**src/design/inverted_index_overlap_score_assert.svh**
```systemverilog
// Assertion macros shared by the scorer modules.
`ifndef INVERTED_INDEX_OVERLAP_SCORE_ASSERT_SVH
`define INVERTED_INDEX_OVERLAP_SCORE_ASSERT_SVH

// Plain property, checked every clock outside reset.
`define IIOS_ASSERT(label, prop, msg) \
   label: assert property (@(posedge clock) disable iff (reset) (prop)) else $error(msg);

// Same check, also checked while reset is high.
`define IIOS_ASSERT_ALWAYS(label, prop, msg) \
   label: assert property (@(posedge clock) (prop)) else $error(msg);

`endif

```
**src/design/iios_pkg.sv**
```systemverilog
// Shared types, codes and defaults of the overlap scorer.
package iios_pkg;

   localparam int MAX_FRAMES_DEF  = 64;
   localparam int MAX_ENTRIES_DEF = 4096;
   localparam int WORD_BITS_DEF   = 16;

   localparam logic [2:0] ACT_INSERT = 3'd0;
   localparam logic [2:0] ACT_END    = 3'd1;
   localparam logic [2:0] ACT_CLEAR  = 3'd2;
   localparam logic [2:0] ACT_QUERY  = 3'd3;
   localparam logic [2:0] ACT_READ   = 3'd4;

   localparam logic [1:0] ST_OK          = 2'd0;
   localparam logic [1:0] ST_FRAME_FULL  = 2'd1;
   localparam logic [1:0] ST_ENTRY_FULL  = 2'd2;
   localparam logic [1:0] ST_BAD_INDEX   = 2'd3;

   typedef enum logic [2:0] {
      OP_INSERT,
      OP_END,
      OP_CLEAR,
      OP_QUERY,
      OP_READ,
      OP_NONE
   } op_type;

   typedef struct packed {
      op_type             op;
      logic [15:0]        word;
      logic signed [15:0] weight;
      logic [5:0]         fidx;
   } cmd_type;

   // queue head towards the back end
   typedef struct packed {
      logic    valid;
      cmd_type cmd;
   } head_type;

   // back end control towards the front end
   typedef struct packed {
      logic pop;
      logic init;
   } back_stat_type;

endpackage

```
**src/design/iios_front.sv**
```systemverilog
// Front end: accepts transactions, decodes them and queues them for the back end.
module iios_front #(
   parameter int WORD_BITS = iios_pkg::WORD_BITS_DEF
) (
   input  logic                  clock,
   input  logic                  reset,
   input  logic                  start,
   output logic                  busy,
   input  logic [2:0]            req_action,
   input  logic [15:0]           req_word,
   input  logic signed [15:0]    req_weight,
   input  logic [5:0]            req_frame_index,
   input  iios_pkg::back_stat_type back_stat,
   output iios_pkg::head_type    head
);
   import iios_pkg::*;

   localparam logic [15:0] WordMask = (WORD_BITS >= 16) ? 16'hFFFF
                                      : 16'((32'd1 << WORD_BITS) - 32'd1);

   cmd_type    slot_ff [2];
   logic       wr_ptr_ff, wr_ptr_in;
   logic       rd_ptr_ff, rd_ptr_in;
   logic [1:0] cnt_ff, cnt_in;
   logic       push;
   cmd_type    dec;

   always_comb begin
      unique case (req_action)
         ACT_INSERT: dec.op = OP_INSERT;
         ACT_END:    dec.op = OP_END;
         ACT_CLEAR:  dec.op = OP_CLEAR;
         ACT_QUERY:  dec.op = OP_QUERY;
         ACT_READ:   dec.op = OP_READ;
         default:    dec.op = OP_NONE;
      endcase
      dec.word   = req_word & WordMask;
      dec.weight = req_weight;
      dec.fidx   = req_frame_index;
   end

   assign busy = (cnt_ff == 2'd2) || back_stat.init;
   assign push = start && !busy;

   assign head.valid = (cnt_ff != 2'd0);
   assign head.cmd   = slot_ff[rd_ptr_ff];

   always_comb begin
      wr_ptr_in = wr_ptr_ff ^ push;
      rd_ptr_in = rd_ptr_ff ^ back_stat.pop;
      cnt_in    = cnt_ff + {1'b0, push} - {1'b0, back_stat.pop};
   end

   always_ff @(posedge clock) begin
      if (reset) begin
         wr_ptr_ff <= 1'b0;
         rd_ptr_ff <= 1'b0;
         cnt_ff    <= 2'd0;
      end else begin
         wr_ptr_ff <= wr_ptr_in;
         rd_ptr_ff <= rd_ptr_in;
         cnt_ff    <= cnt_in;
      end
      if (push) begin
         slot_ff[wr_ptr_ff] <= dec;
      end
   end

   `include "inverted_index_overlap_score_assert.svh"

   `IIOS_ASSERT(a_no_pop_empty, back_stat.pop |-> head.valid, "pop from empty queue")
   `IIOS_ASSERT(a_cnt_range, cnt_ff != 2'd3, "queue count out of range")
   `IIOS_ASSERT(a_push_room, push |-> (cnt_ff != 2'd2), "push into full queue")

endmodule

```
**config.mk**
```make
export PLATFORM = sky130hd
export DESIGN_NAME = iios_front
export DESIGN_NICKNAME = d
export VERILOG_FILES = /design/src/design/iios_pkg.sv /design/src/design/iios_front.sv
export VERILOG_INCLUDE_DIRS = /design/src /design/src/design
export SDC_FILE = /design/constraint.sdc
export NUM_CORES = 1
export LEC_CHECK = 0
export BUFFER_PORTS_ARGS = -buffer_cell sky130_fd_sc_hd__buf_2
export CORE_AREA = 2 2 84 86
export CTS_CLUSTER_SIZE = 40
export DETAILED_ROUTE_END_ITERATION = 7
export DIE_AREA = 0 0 86 88
export GPL_ROUTABILITY_DRIVEN = 0
export GPL_TIMING_DRIVEN = 0
export PLACE_DENSITY = 0.87
export SKIP_LAST_GASP = 1
export SLEW_MARGIN = 20
export SYNTH_ARGS = -nofsm -noshare
export SYNTH_HDL_FRONTEND = slang
export SYNTH_SLANG_ARGS = --single-unit
```
**constraint.sdc**
```tcl
create_clock -name clock -period 2.4 [get_ports clock]
set_clock_uncertainty 0.15 [all_clocks]
set_input_delay 0.12 -clock clock [delete_from_list [all_inputs] [get_ports clock]]
set_output_delay 0.12 -clock clock [all_outputs]
set_load 0.01 [all_outputs]
```
### Yosys cells after proc, flatten, opt, wreduce, memory -nomap -nowiden

Memories as Yosys holds them, arrays and structs flattened. A register that Yosys moved wholly into a read port is not among the register bits.
Index checks and enable logic that the tools add are counted.

| cells by class | value |
|---|---|
| reduce and logical (&&, ||, !) cells | 5 |
| shift operators | 0 |
| $add $sub $neg | 2 |
| eq/ne operators | 5 |
| $mul | 0 |
| div/mod/pow operators | 0 |
| bitwise logic cells | 2 |
| magnitude comparators | 0 |
| multiplexer cells | 4 |

Operators by type and width:

| cell | number |
|---|---|
| $pmux W3 S5 | 1 |
| $eq A3 B2 Y1 const B | 2 |
| $eq A3 B1 Y1 const B | 1 |
| $eq A3 B3 Y1 const B | 1 |
| $logic_not A3 Y1 | 1 |
| $mux W1 | 3 |
| $add A2 B1 Y2 | 1 |
| $eq A2 B2 Y1 const B | 1 |
| $reduce_bool A2 Y1 | 1 |
| $sub A2 B1 Y2 | 1 |
| $xor A1 B1 Y1 | 2 |
| $logic_and A1 B1 Y1 | 1 |
| $logic_not A1 Y1 | 1 |
| $logic_or A1 B1 Y1 | 1 |

| word-level totals | value |
|---|---|
| word-level logic and storage cells | 22 |
| output and inout bits | 43 |
| bits in read-only memories | 0 |
| RAM bits | 82 |
| bits in latches | 0 |
| memories | 1 |
| flip-flop bits (word level) | 4 |
| input port bits | 46 |

Memories:

| memory | words | bits a word | rd ports | clocked after memory_dff | write ports | line | text |
|---|---|---|---|---|---|---|---|
| slot_ff | 2 | 41 | 1 | 1 | 1 | iios_front.sv:21 | `cmd_type slot_ff [2];` |

### Logic depth before layout (Yosys ltp)

Gate-level depths: netlist of the first run.

| logic depth | value |
|---|---|
| depth in word-level cells | 6 |
| mapped depth | 7 |
| mapped depth without buffers | 7 |

### Least setup slack after synthesis of the first run

No wires, ideal clock.

| timing | value |
|---|---|
| path kind | reg2reg |
| start point | reg cnt_ff[1] |
| end point | mem slot_ff[1][0] in the netlist's numbering, enable pin |
| stages on the path, launching flop included | 4 |
| buffers on the path | 0 |
| arrival | 1578 ps |
| setup time | 403 ps |
| clock period less this slack | 2130 ps |
| required time | 1847 ps |
| slack | 270 ps |
| path through | dfxtp_1 inv_1 o211a_1 ha_1 |

| on the way | value |
|---|---|
| cells in the longest elaborated chain, start to end | 6 |

Ends and longest elaborated chain:

| element | line | text |
|---|---|---|
| from (decl) | iios_front.sv:24 | `logic [1:0] cnt_ff, cnt_in;` |
| from (signal assigned) | iios_front.sv:62 | `cnt_ff <= cnt_in;` |
| $eq A2 B2 Y1 | iios_front.sv:42 | `assign busy = (cnt_ff == 2'd2) \|\| back_stat.init;` |
| $logic_or A1 B1 Y1 | iios_front.sv:42 |  |
| $logic_not A1 Y1 | iios_front.sv:43 | `assign push = start && !busy;` |
| $logic_and A1 B1 Y1 | iios_front.sv:43 |  |
| $mux W1 | iios_front.sv:64 | `if (push) begin` |
| $mux W1 (implied by the code) | iios_front.sv:65 | `slot_ff[wr_ptr_ff] <= dec;` |
| to (decl) | iios_front.sv:21 |  |

No other way between the ends.

### Worst setup path in the final report of the first run

| timing | value |
|---|---|
| start point | reg cnt_ff[1] |
| end point | mem slot_ff[0][24] in the netlist's numbering, enable pin |

Same word-level chain as after synthesis.

==> summary.txt, run 1 <==
Outcome
  – Status: finished clean

CTS
  – Clock latency on the worst-skew pair: 0.33 ns
  – Clk root buf: clkbuf_8
  – CTS tree: done
  – Reg clk slew, reported paths: 0.07 ns
  – Cts bufs inserted: 9
  – CTS max path bufs: 2
  – Setup Fix Bufs, Post-CTS: 0
  – H-tree depth: 3
  – Clk sinks: 86

Cells and area
  – Commonest non-fill, non-tap cell in the layout: buf_2
  – Syn-to-layout area delta: 35.2%
  – Final core utilization: 69.2%
  – Cell Count, Final, Fillers Out: 382
  – Cell area after layout: 4600 um^2
  – Number of diodes: 0
  – Commonest cells after routing, fill and taps aside: 88 x buf_2, 82 x edfxtp_1, 44 x dlygate4sd3_1
  – Final nets: 348
  – Layout cells sized above 1: 49.3%

GRT
  – Met1 Track Usage GR: 19.1%
  – Initial antenna violation count: 0
  – Vias in the first global route: 1948
  – Global-route wire length before repair: 9180 um
  – M2 GR Usage: 28.4%
  – GR Util met3: 5.18%
  – GR Util All Layers: 16.5%
  – Remaining Overflow, GRT: 0
  – Largest net degree at the start of global routing: 27
  – Global route hottest layer: met2

Synth
  – Synth unique cells: 18
  – Mux share of post-synthesis cell area: 17.9%
  – XOR/XNOR Fraction of Synth Area: 0.919%
  – Largest family of logic cells by synthesized area: multiplexers
  – Syn Std Cell Area: 3400 um^2
  – Compound-cell area share of the yosys netlist: 0.883%
  – Syn avg cell area: 22.2 um^2
  – Warnings, synthesis: 0
  – Syn nets: 203
  – Synth Area in Simple Gates: 0.883%
  – FF+latch count, synth: 86
  – Sequential area share after synthesis: 74.7%
  – Synth Area in Adders: 1.47%
  – Gate Count Post-Synth: 153

Route
  – WL/cell: 15.8 um
  – DRC Markers: 0
  – Vias: 1836
  – DRT iter0 DRCs: 86
  – Mean number of vias per cell: 4.81
  – Routed Antenna Nets: 0
  – Routed Wire Length: 6020 um
  – Total iterations of the first detailed-routing run: 4

Timing
  – Worst slack on hold paths: 0.130 ns
  – Count of final hold-check violations: 0
  – Setup violators final: 0
  – Slew Viols, Final: 0
  – Worst rel slew slack: 70.7%
  – Total Neg Setup Slack: 0 ns
  – Final period util: 75.3%
  – Final worst path period need: 1.81 ns
  – Final worst slack: 0.593 ns
  – Peak Freq: 553 MHz
  – RSZ-0062 raised after global routing: no
  – Least-Margin Pin Slew: 0.440 ns

Placement
  – DP Area: 3990 um^2
  – IO Port Bufs: 88
  – Inst Count DP: 323
  – DP HPWL: 3640 um
  – Pre-CTS setup slack: 0.588 ns

Worst setup path
  – Critical Path Max Stage Delay: 0.47 ns
  – Critical path peak fanout: 26
  – Critical path origin: cnt_ff[1]
  – Setup CP Type: reg -> reg
  – R2R cell count: 4
  – RR Startpoint: cnt_ff[1]
  – R2R Setup Slk: 0.59 ns
  – Worst EP arrival: 1.69 ns
  – Crit start category: register
  – Crit end category: register
  – Slowest cell on the critical path: ha_2
  – Critical-path cell list: inv_1 > o211a_1 > ha_2 > buf_12
  – Worst R2R End: slot_ff[0][24]
  – Worst EP required: 2.29 ns

Hold path
  – Hold Startpoint: start
  – Hold path cells: 4
  – Worst min-delay path class: in -> reg
  – WHS Endpoint: wr_ptr_ff

Pwr
  – Pwr dens: 706 nW/um^2
  – Sequential Power Share: 54.5%
  – Total power: 3.25 mW
  – Clk pwr share: 28.4%
  – IR drop worst, VDD: 457 uV
  – Proportion of power drawn by combinational gates: 17.0%
  – Sw power: 0.713 mW
  – Sw frac: 21.9%
  – Leakage: 1.85 nW
  – Power Internal: 2.54 mW

Die
  – Core Area: 6640 um^2
  – Core Rows: 30
  – Initial Utilization: 51.2%
  – Die ar.: 7570 um^2
  – Die H: 88 um
  – IO Count: 89
  – Die W: 86 um

Flow run
  – Max-Cap Viols: 0
==> worst max-delay path: cells and delay by family (launching register included) <==
kind | cells | cell delay (ns)
adders and majority gates | 1 | 0.47
AOI/OAI and AO/OA | 1 | 0.20
buffers and inverters | 2 | 0.33
DFF | 1 | 0.33
==> routing by layer <==
layer,share of wire (%),wire length (um)
met5,0,0
met2,50,3020
met3,6.2,374
met1,42,2530
met4,1.5,93
==> state kept, by name (all words and copies together) (netlist names) <==
signal / count
cnt_ff: 2
rd_ptr_ff: 1
slot_ff: 82
wr_ptr_ff: 1
==> Yosys cell counts <==
master    count  share of area, %
a21o_1        1              0.22
buf_12        4               2.4
buf_6         1              0.33
clkbuf_1      1              0.11
dfxtp_1       4               2.4
edfxtp_1     82                72
ha_1          4               1.5
inv_1         4              0.44
mux2_2        2              0.66
mux2_4       39                17
nor2_1        3              0.33
nor2b_1       2              0.37
o211a_1       1              0.29
o211ai_1      1              0.22
o21ai_0       1              0.15
or2_2         1              0.18
xnor2_1       1              0.26
xnor3_1       1              0.66
==> worst max path at each step <==
stage / endpoint / slack, ns / cells after the start
6_report: slot_ff[0][24] / 0.59 / 4
3_5_place_dp: slot_ff[0][10] / 0.59 / 4
2_1_floorplan: slot_ff[1][0] / 0.27 / 3
4_1_cts: slot_ff[0][35] / 0.57 / 4
5_1_grt: slot_ff[0][36] / 0.46 / 4
3_3_place_gp: slot_ff[1][10] / -0.25 / 3
==> cells by family (layout without fill, tap and decap cells) <==
| logic type | Yosys count | in the layout |
|---|---|---|
| compound gates | 4 | 4 |
| xor+xnor | 2 | 2 |
| fa+ha+maj | 4 | 4 |
| buf+inv | 10 | 159 |
| flops | 86 | 86 |
| mux | 41 | 41 |
| simple gates | 6 | 6 |
==> power groups by stage <==
stage | Sequential (mW) | Clock, mW | Combinational, mW
floorplan | 1.80 | 0 | 0.323
global placement | 1.80 | 0 | 0.474
detailed placement | 1.81 | 0 | 0.500
CTS | 1.77 | 0.941 | 0.557
global route | 1.78 | 0.998 | 0.595
finish | 1.77 | 0.925 | 0.554
==> timing repair <==
item                                   in CTS  in global routing
endpoints found under the hold margin      86                  0
resized for setup                           0                  0
hold buffers                               44                  0
==> area by class of cell <==
cell class	instances	area [um^2]
Sequential cell	86	2540
Fill cell	415	2040
Timing Repair Buffer	134	921
Multi-Input combinational cell	57	754
Clock buffer	13	139
Tap cell	80	100
Buffer	6	95.1
Clock inverter	2	33.8
Inverter	4	15.0
Power figures use the tool's default switching activity.
==> run 2: changes to the inputs <==
--- a/config.mk
+++ b/config.mk
@@ -7,13 +7,13 @@
 export NUM_CORES = 1
 export LEC_CHECK = 0
 export BUFFER_PORTS_ARGS = -buffer_cell sky130_fd_sc_hd__buf_2
-export CORE_AREA = 2 2 84 86
+export CORE_AREA = 2 2 89 91
 export CTS_CLUSTER_SIZE = 40
 export DETAILED_ROUTE_END_ITERATION = 7
-export DIE_AREA = 0 0 86 88
+export DIE_AREA = 0 0 91 93
 export GPL_ROUTABILITY_DRIVEN = 0
 export GPL_TIMING_DRIVEN = 0
-export PLACE_DENSITY = 0.87
+export PLACE_DENSITY = 0.82
 export SKIP_LAST_GASP = 1
 export SLEW_MARGIN = 20
 export SYNTH_ARGS = -nofsm -noshare
==> constraint.sdc (replaced) <==
create_clock -name clock -period 1.5 [get_ports clock]
set_clock_uncertainty 0.15 [all_clocks]
set_input_delay 0.075 -clock clock [delete_from_list [all_inputs] [get_ports clock]]
set_output_delay 0.075 -clock clock [all_outputs]
set_load 0.01 [all_outputs]
==> run 2 against run 1 <==
  * The run now ends with setup timing left
  * Combinational power increased by 100%
  * Clock power grew 78%
  * Design area rose by 8.9%
  * Global-route usage fell by 1.8 points
  * Final cell count rose by 10%
  * Core utilization is 2.7 points lower
  * Power up 72%
  * Critical path depth is the same
  * Register-to-register slack worse by 0.65 ns
  * Highest routed layer unchanged
==> summary.txt, run 2 (same netlist as run 1, synthesis figures left out) <==
Cells and area
  – Layout cells sized above 1: 55.8% (+6.5 points)
  – Biggest regs: slot_ff (82), cnt_ff (2)
  – Number of diodes: 0 (unchanged)
  – Top reg by flops: slot_ff
  – Cell Count, Final, Fillers Out: 421 (+10%)
  – Max FFs per register: 82 (unchanged)
  – Commonest cells after routing, fill and taps aside: 85 x buf_2, 82 x edfxtp_1, 44 x dlygate4sd3_1
  – Syn-to-layout area delta: 47.3%
  – Final core utilization: 66.6% (-2.7 points)
  – Commonest non-fill, non-tap cell in the layout: buf_2
  – Final nets: 365 (+4.9%)

CTS
  – Clk sinks: 86 (unchanged)
  – Clock latency on the worst-skew pair: 0.33 ns (about the same)
  – CTS tree: done
  – Cts bufs inserted: 9 (unchanged)
  – CTS max path bufs: 2 (unchanged)
  – Clk root buf: clkbuf_8
  – H-tree depth: 3 (unchanged)
  – Reg clk slew, reported paths: 0.07 ns (about the same)

Die
  – Die W: 91 um (+5.8%)
  – Die ar.: 8460 um^2 (+12%)
  – Initial Utilization: 45.2% (-6.0 points)
  – IO Count: 89 (unchanged)
  – Core Rows: 32 (+6.7%)
  – Die H: 93 um (+5.7%)
  – Core Area: 7530 um^2 (+13%)

Outcome
  – Status: finished with violations
  – Failing checks: setup timing

Worst setup path
  – Crit start category: register
  – Critical path peak fanout: 10 (-62%)
  – Worst EP required: 1.27 ns (-1.02 ns)
  – Setup CP Type: reg -> out
  – Worst EP arrival: 1.41 ns (-0.28 ns)
  – R2R cell count: 7 (+3)
  – Crit end category: primary output

GRT
  – Initial antenna violation count: 0 (unchanged)
  – GR Util All Layers: 14.6% (-1.8 points)
  – Remaining Overflow, GRT: 0 (unchanged)
  – Global-route wire length before repair: 9180 um (about the same)
  – Vias in the first global route: 1935 (-0.67%)
  – Largest net degree at the start of global routing: 21 (-22%)

Placement
  – Inst Count DP: 343 (+6.2%)
  – DP HPWL: 3380 um (-7.3%)
  – IO Port Bufs: 88 (unchanged)
  – Pre-CTS setup slack: -0.568 ns (-1.16 ns)

Route
  – Routed metal-1 wirelength: 2580 um (+1.8%)
  – Mean number of vias per cell: 4.53 (-5.7%)
  – WL/cell: 14.8 um (-6.0%)
  – Total iterations of the first detailed-routing run: 4 (unchanged)
  – Routed Antenna Nets: 0 (unchanged)
  – Metal2 WL: 3310 um (+9.6%)
  – DRC Markers: 0 (unchanged)
  – Max Used Layer: met4
  – Routed Wire Length: 6230 um (+3.6%)
  – Met3 wire len: 289 um (-23%)
  – Vias: 1909 (+4.0%)
  – DRT iter0 DRCs: 35 (-59%)

Timing
  – Slew Viols, Final: 0 (unchanged)
  – Total Neg Setup Slack: -6.94 ns (-6.94 ns)
  – Final worst path period need: 1.63 ns
  – Final period util: 109%
  – Least-Margin Pin Slew: 0.212 ns (-0.228 ns)
  – Peak Freq: 613 MHz
  – RSZ-0062 raised after global routing: yes
  – Setup violators final: 112 (+112)
  – Count of final hold-check violations: 0 (unchanged)
  – Worst rel slew slack: 85.9% (+15 points)
  – Final worst slack: -0.131 ns (-0.724 ns)

Pwr
  – Total power: 5.60 mW (+72%)
  – Pwr dens: 1120 nW/um^2 (+58%)
  – IR drop worst, VDD: 684 uV (+50%)
  – Leakage: 2.01 nW (+8.6%)

Hold path
  – Worst min-delay path class: in -> reg
  – Hold path cells: 4 (unchanged)

Flow run
  – Max-Cap Viols: 0 (unchanged)
[run 2: changes by cell type in the layout (fill, tap and decap cells not counted), sizes merged]
cell,delta
buf,+13
bufinv,+1
clkinvlp,+1
clkbuf,+2
[run 2: path summary, 6_finish.rpt]
kind	startpoint	endpoint	slack (ns)
min	start	wr_ptr_ff	0.06
max	rd_ptr_ff	head[2]	-0.13
max reg2reg	cnt_ff[1]	cnt_ff[1]	-0.06
min reg2reg	wr_ptr_ff	wr_ptr_ff	0.48
[run 2: repair_timing]
item / in CTS / in global routing
pin swaps: 5 / 4
endpoints found under the setup margin: 125 / 128
setup buffers: 12 / 1
cloned: 0 / 6
hold endpoints to repair: 86 / 2
hold buffers: 44 / 1
gates resized for setup: 12 / 13
[run 2: area by class of cell]
type	count	area, um^2
sequential	86	2550
fill	538	2510
timing repair buffer	151	1210
multi-input combinational	57	808
clock buffer	11	131
tap	102	128
buffer	6	98.8
clock inverter	4	72.6
inverter	4	15.0
[run 2: per-stage QoR]
stage | hold slack, ns | instance area, um^2
2_1_floorplan | -0.00831 | 3410
6_report | 0.0583 | 5010
3_3_place_gp | 0.112 | 3980
5_1_grt | 0.0555 | 5010
3_5_place_dp | 0.117 | 3980
4_1_cts | 0.0464 | 4830
[run 2: critical path, cell delays in order, from the launching register on]
cell	delay [ns]
dfxtp_2	0.34
buf_8	0.14
buf_12	0.15
mux2_4	0.30
buf_2	0.14
[run 2: metal layers]
layer / up-vias / global-route usage (%)
met4: 0 / 6.44
li1: 915 / -
met5: - / 0
met3: 5 / 3.79
met1: 924 / 16.2
met2: 65 / 26.5
[run 2: report_power, final]
| part | switching, mW | leakage, nW | internal, mW |
|---|---|---|---|
| combinational | 0.428 | 1.12 | 0.681 |
| sequential | 0.0493 | 0.784 | 2.79 |
| clock | 0.722 | 0.0994 | 0.927 |
| total | 1.20 | 2.01 | 4.40 |
==> run 3: changes to the inputs <==
--- a/config.mk
+++ b/config.mk
@@ -19,3 +19,4 @@
 export SYNTH_ARGS = -nofsm -noshare
 export SYNTH_HDL_FRONTEND = slang
 export SYNTH_SLANG_ARGS = --single-unit
+export TNS_END_PERCENT = 5
==> run 3 against run 2 <==
  * The flow still finishes with violations (setup timing)
  * First-iteration DRC count increased by 51%
  * Core utilization increased by 0.18 points
  * Clock-buffer cell count unchanged
  * Highest routed layer unchanged
  * Global-route usage decreased by 0.32 points
  * Final cell count decreased by 0.71%
  * Routed wire length increased by 1.2%
  * Combinational power about the same
  * Largest cell class unchanged
  * Sequential share of layout area decreased by 0.11 points
  * Critical endpoint is now head[8]
  * Flip-flop and latch count unchanged
==> summary.txt, run 3 (same netlist as run 1, synthesis figures left out) <==
Outcome
  – Status: finished with violations
  – Failing checks: setup timing

CTS
  – H-tree depth: 3 (unchanged)
  – Reg clk slew, reported paths: 0.07 ns (about the same)
  – CTS tree: done
  – Cts bufs inserted: 9 (unchanged)
  – Clock latency on the worst-skew pair: 0.33 ns (about the same)
  – CTS max path bufs: 2 (unchanged)
  – Clk root buf: clkbuf_8
  – Clk sinks: 86 (unchanged)

Timing
  – Final worst slack: -0.171 ns (-0.0401 ns)
  – Setup violators final: 44 (-61%)
  – Least-Margin Pin Slew: 0.182 ns (-0.0302 ns)
  – Count of final hold-check violations: 0 (unchanged)
  – RSZ-0062 raised after global routing: yes
  – Final period util: 111% (+2.7 points)
  – Slew Viols, Final: 0 (unchanged)
  – Worst rel slew slack: 87.9% (+2.0 points)
  – Total Neg Setup Slack: -6.19 ns (+0.749 ns)
  – Peak Freq: 598 MHz (-2.4%)
  – Final worst path period need: 1.67 ns (+0.0401 ns)

Die
  – Initial Utilization: 45.2% (unchanged)
  – IO Count: 89 (unchanged)
  – Die ar.: 8460 um^2 (unchanged)
  – Core Rows: 32 (unchanged)
  – Die H: 93 um (unchanged)
  – Core Area: 7530 um^2 (unchanged)
  – Die W: 91 um (unchanged)

Placement
  – DP HPWL: 3380 um (unchanged)
  – Inst Count DP: 343 (unchanged)
  – Pre-CTS setup slack: -0.568 ns (unchanged)
  – IO Port Bufs: 88 (unchanged)

GRT
  – Remaining Overflow, GRT: 0 (unchanged)
  – Global-route wire length before repair: 9010 um (-1.8%)
  – Vias in the first global route: 1917 (-0.93%)
  – Largest net degree at the start of global routing: 21 (unchanged)
  – GR Util All Layers: 14.3% (-0.32 points)
  – Initial antenna violation count: 0 (unchanged)

Pwr
  – Sw power: 1.19 mW (-0.39%)
  – Sequential Power Share: 50.9% (about the same)
  – Total power: 5.58 mW (-0.30%)
  – Proportion of power drawn by combinational gates: 19.5% (-0.3 points)
  – Leakage: 2.02 nW (+0.41%)
  – Sw frac: 21.4% (about the same)
  – IR drop worst, VDD: 627 uV (-8.4%)
  – Pwr dens: 1110 nW/um^2 (-0.58%)
  – Power Internal: 4.39 mW (-0.28%)
  – Clk pwr share: 29.6% (+0.2 points)

Route
  – Routed Wire Length: 6300 um (+1.2%)
  – Vias: 1897 (-0.63%)
  – Mean number of vias per cell: 4.54 (about the same)
  – Total iterations of the first detailed-routing run: 4 (unchanged)
  – WL/cell: 15.1 um (+1.9%)
  – Routed Antenna Nets: 0 (unchanged)
  – DRT iter0 DRCs: 53 (+51%)
  – DRC Markers: 0 (unchanged)

Cells and area
  – Max FFs per register: 82 (unchanged)
  – Commonest non-fill, non-tap cell in the layout: edfxtp_1
  – Final core utilization: 66.8% (+0.18 points)
  – Layout cells sized above 1: 53.5% (-2.3 points)
  – Final nets: 362 (-0.82%)
  – Number of diodes: 0 (unchanged)
  – Commonest cells after routing, fill and taps aside: 82 x edfxtp_1, 71 x buf_2, 44 x dlygate4sd3_1
  – Top reg by flops: slot_ff
  – Syn-to-layout area delta: 47.7%
  – Cell Count, Final, Fillers Out: 418 (-0.71%)
  – Biggest regs: slot_ff (82), cnt_ff (2)

Worst setup path
  – Critical path peak fanout: 6 (-4)
  – Worst EP required: 1.27 ns (about the same)
  – Worst EP arrival: 1.45 ns (+0.04 ns)
  – Crit start category: register
  – Crit end category: primary output
  – Setup CP Type: reg -> out

Hold path
  – Worst min-delay path class: in -> reg

Flow run
  – Max-Cap Viols: 0 (unchanged)
[run 3: per-layer routing]
layer	GRT usage, %	share of wire [%]	up-vias
li1	-	-	907
met1	16.4	40	916
met2	25.3	54	70
met3	3.63	5.6	4
met4	6.44	0.68	0
met5	0	0	-
[run 3: critical path, cell delays in order (launching register included)]
cell and delay [ns]:
dfxtp_4 0.38, buf_12 0.15, clkbuf_16 0.15, mux2_4 0.31, buf_6 0.12
[run 3: worst paths after layout]
kind / from / slack (ns) / depth (start not counted) / end
worst min-delay path: start / 0.07 / 4 / wr_ptr_ff
worst max-delay path: rd_ptr_ff / -0.17 / 4 / head[8]
worst min register to register: cnt_ff[1] / 0.48 / 2 / cnt_ff[1]
worst max register to register: cnt_ff[1] / -0.05 / 7 / cnt_ff[1]
[run 3: area by class of cell]
type,count,area (um^2)
Sequential cell,86,2550
Fill cell,539,2500
Timing Repair Buffer,148,1240
Multi-Input combinational cell,57,786
Clock buffer,11,131
Tap cell,102,128
Buffer,6,104
Clock inverter,4,72.6
Inverter,4,15.0
[run 3: metrics by stage]
step                instance area (um^2)  hold WS (ns)
global placement                    3980         0.112
CTS                                 4730         0.130
finish                              5030        0.0685
floorplan                           3410      -0.00831
detailed placement                  3980         0.117
global route                        5030        0.0634
[run 3: timing repair]
action	in CTS	in global routing
hold endpoints to repair	86	0
setup buffers	6	5
resized for setup	2	25
cloned	0	5
hold buffers	44	0
pin swaps	2	2
setup endpoints to repair	125	127
[run 3: power groups by stage]
stage               Combinational (mW)  Sequential [mW]  Clock (mW)
global placement                 0.761             2.88           0
global route                      1.17             2.86        1.78
finish                            1.09             2.84        1.65
CTS                              0.933             2.84        1.71
floorplan                        0.520             2.88           0
detailed placement               0.778             2.89           0
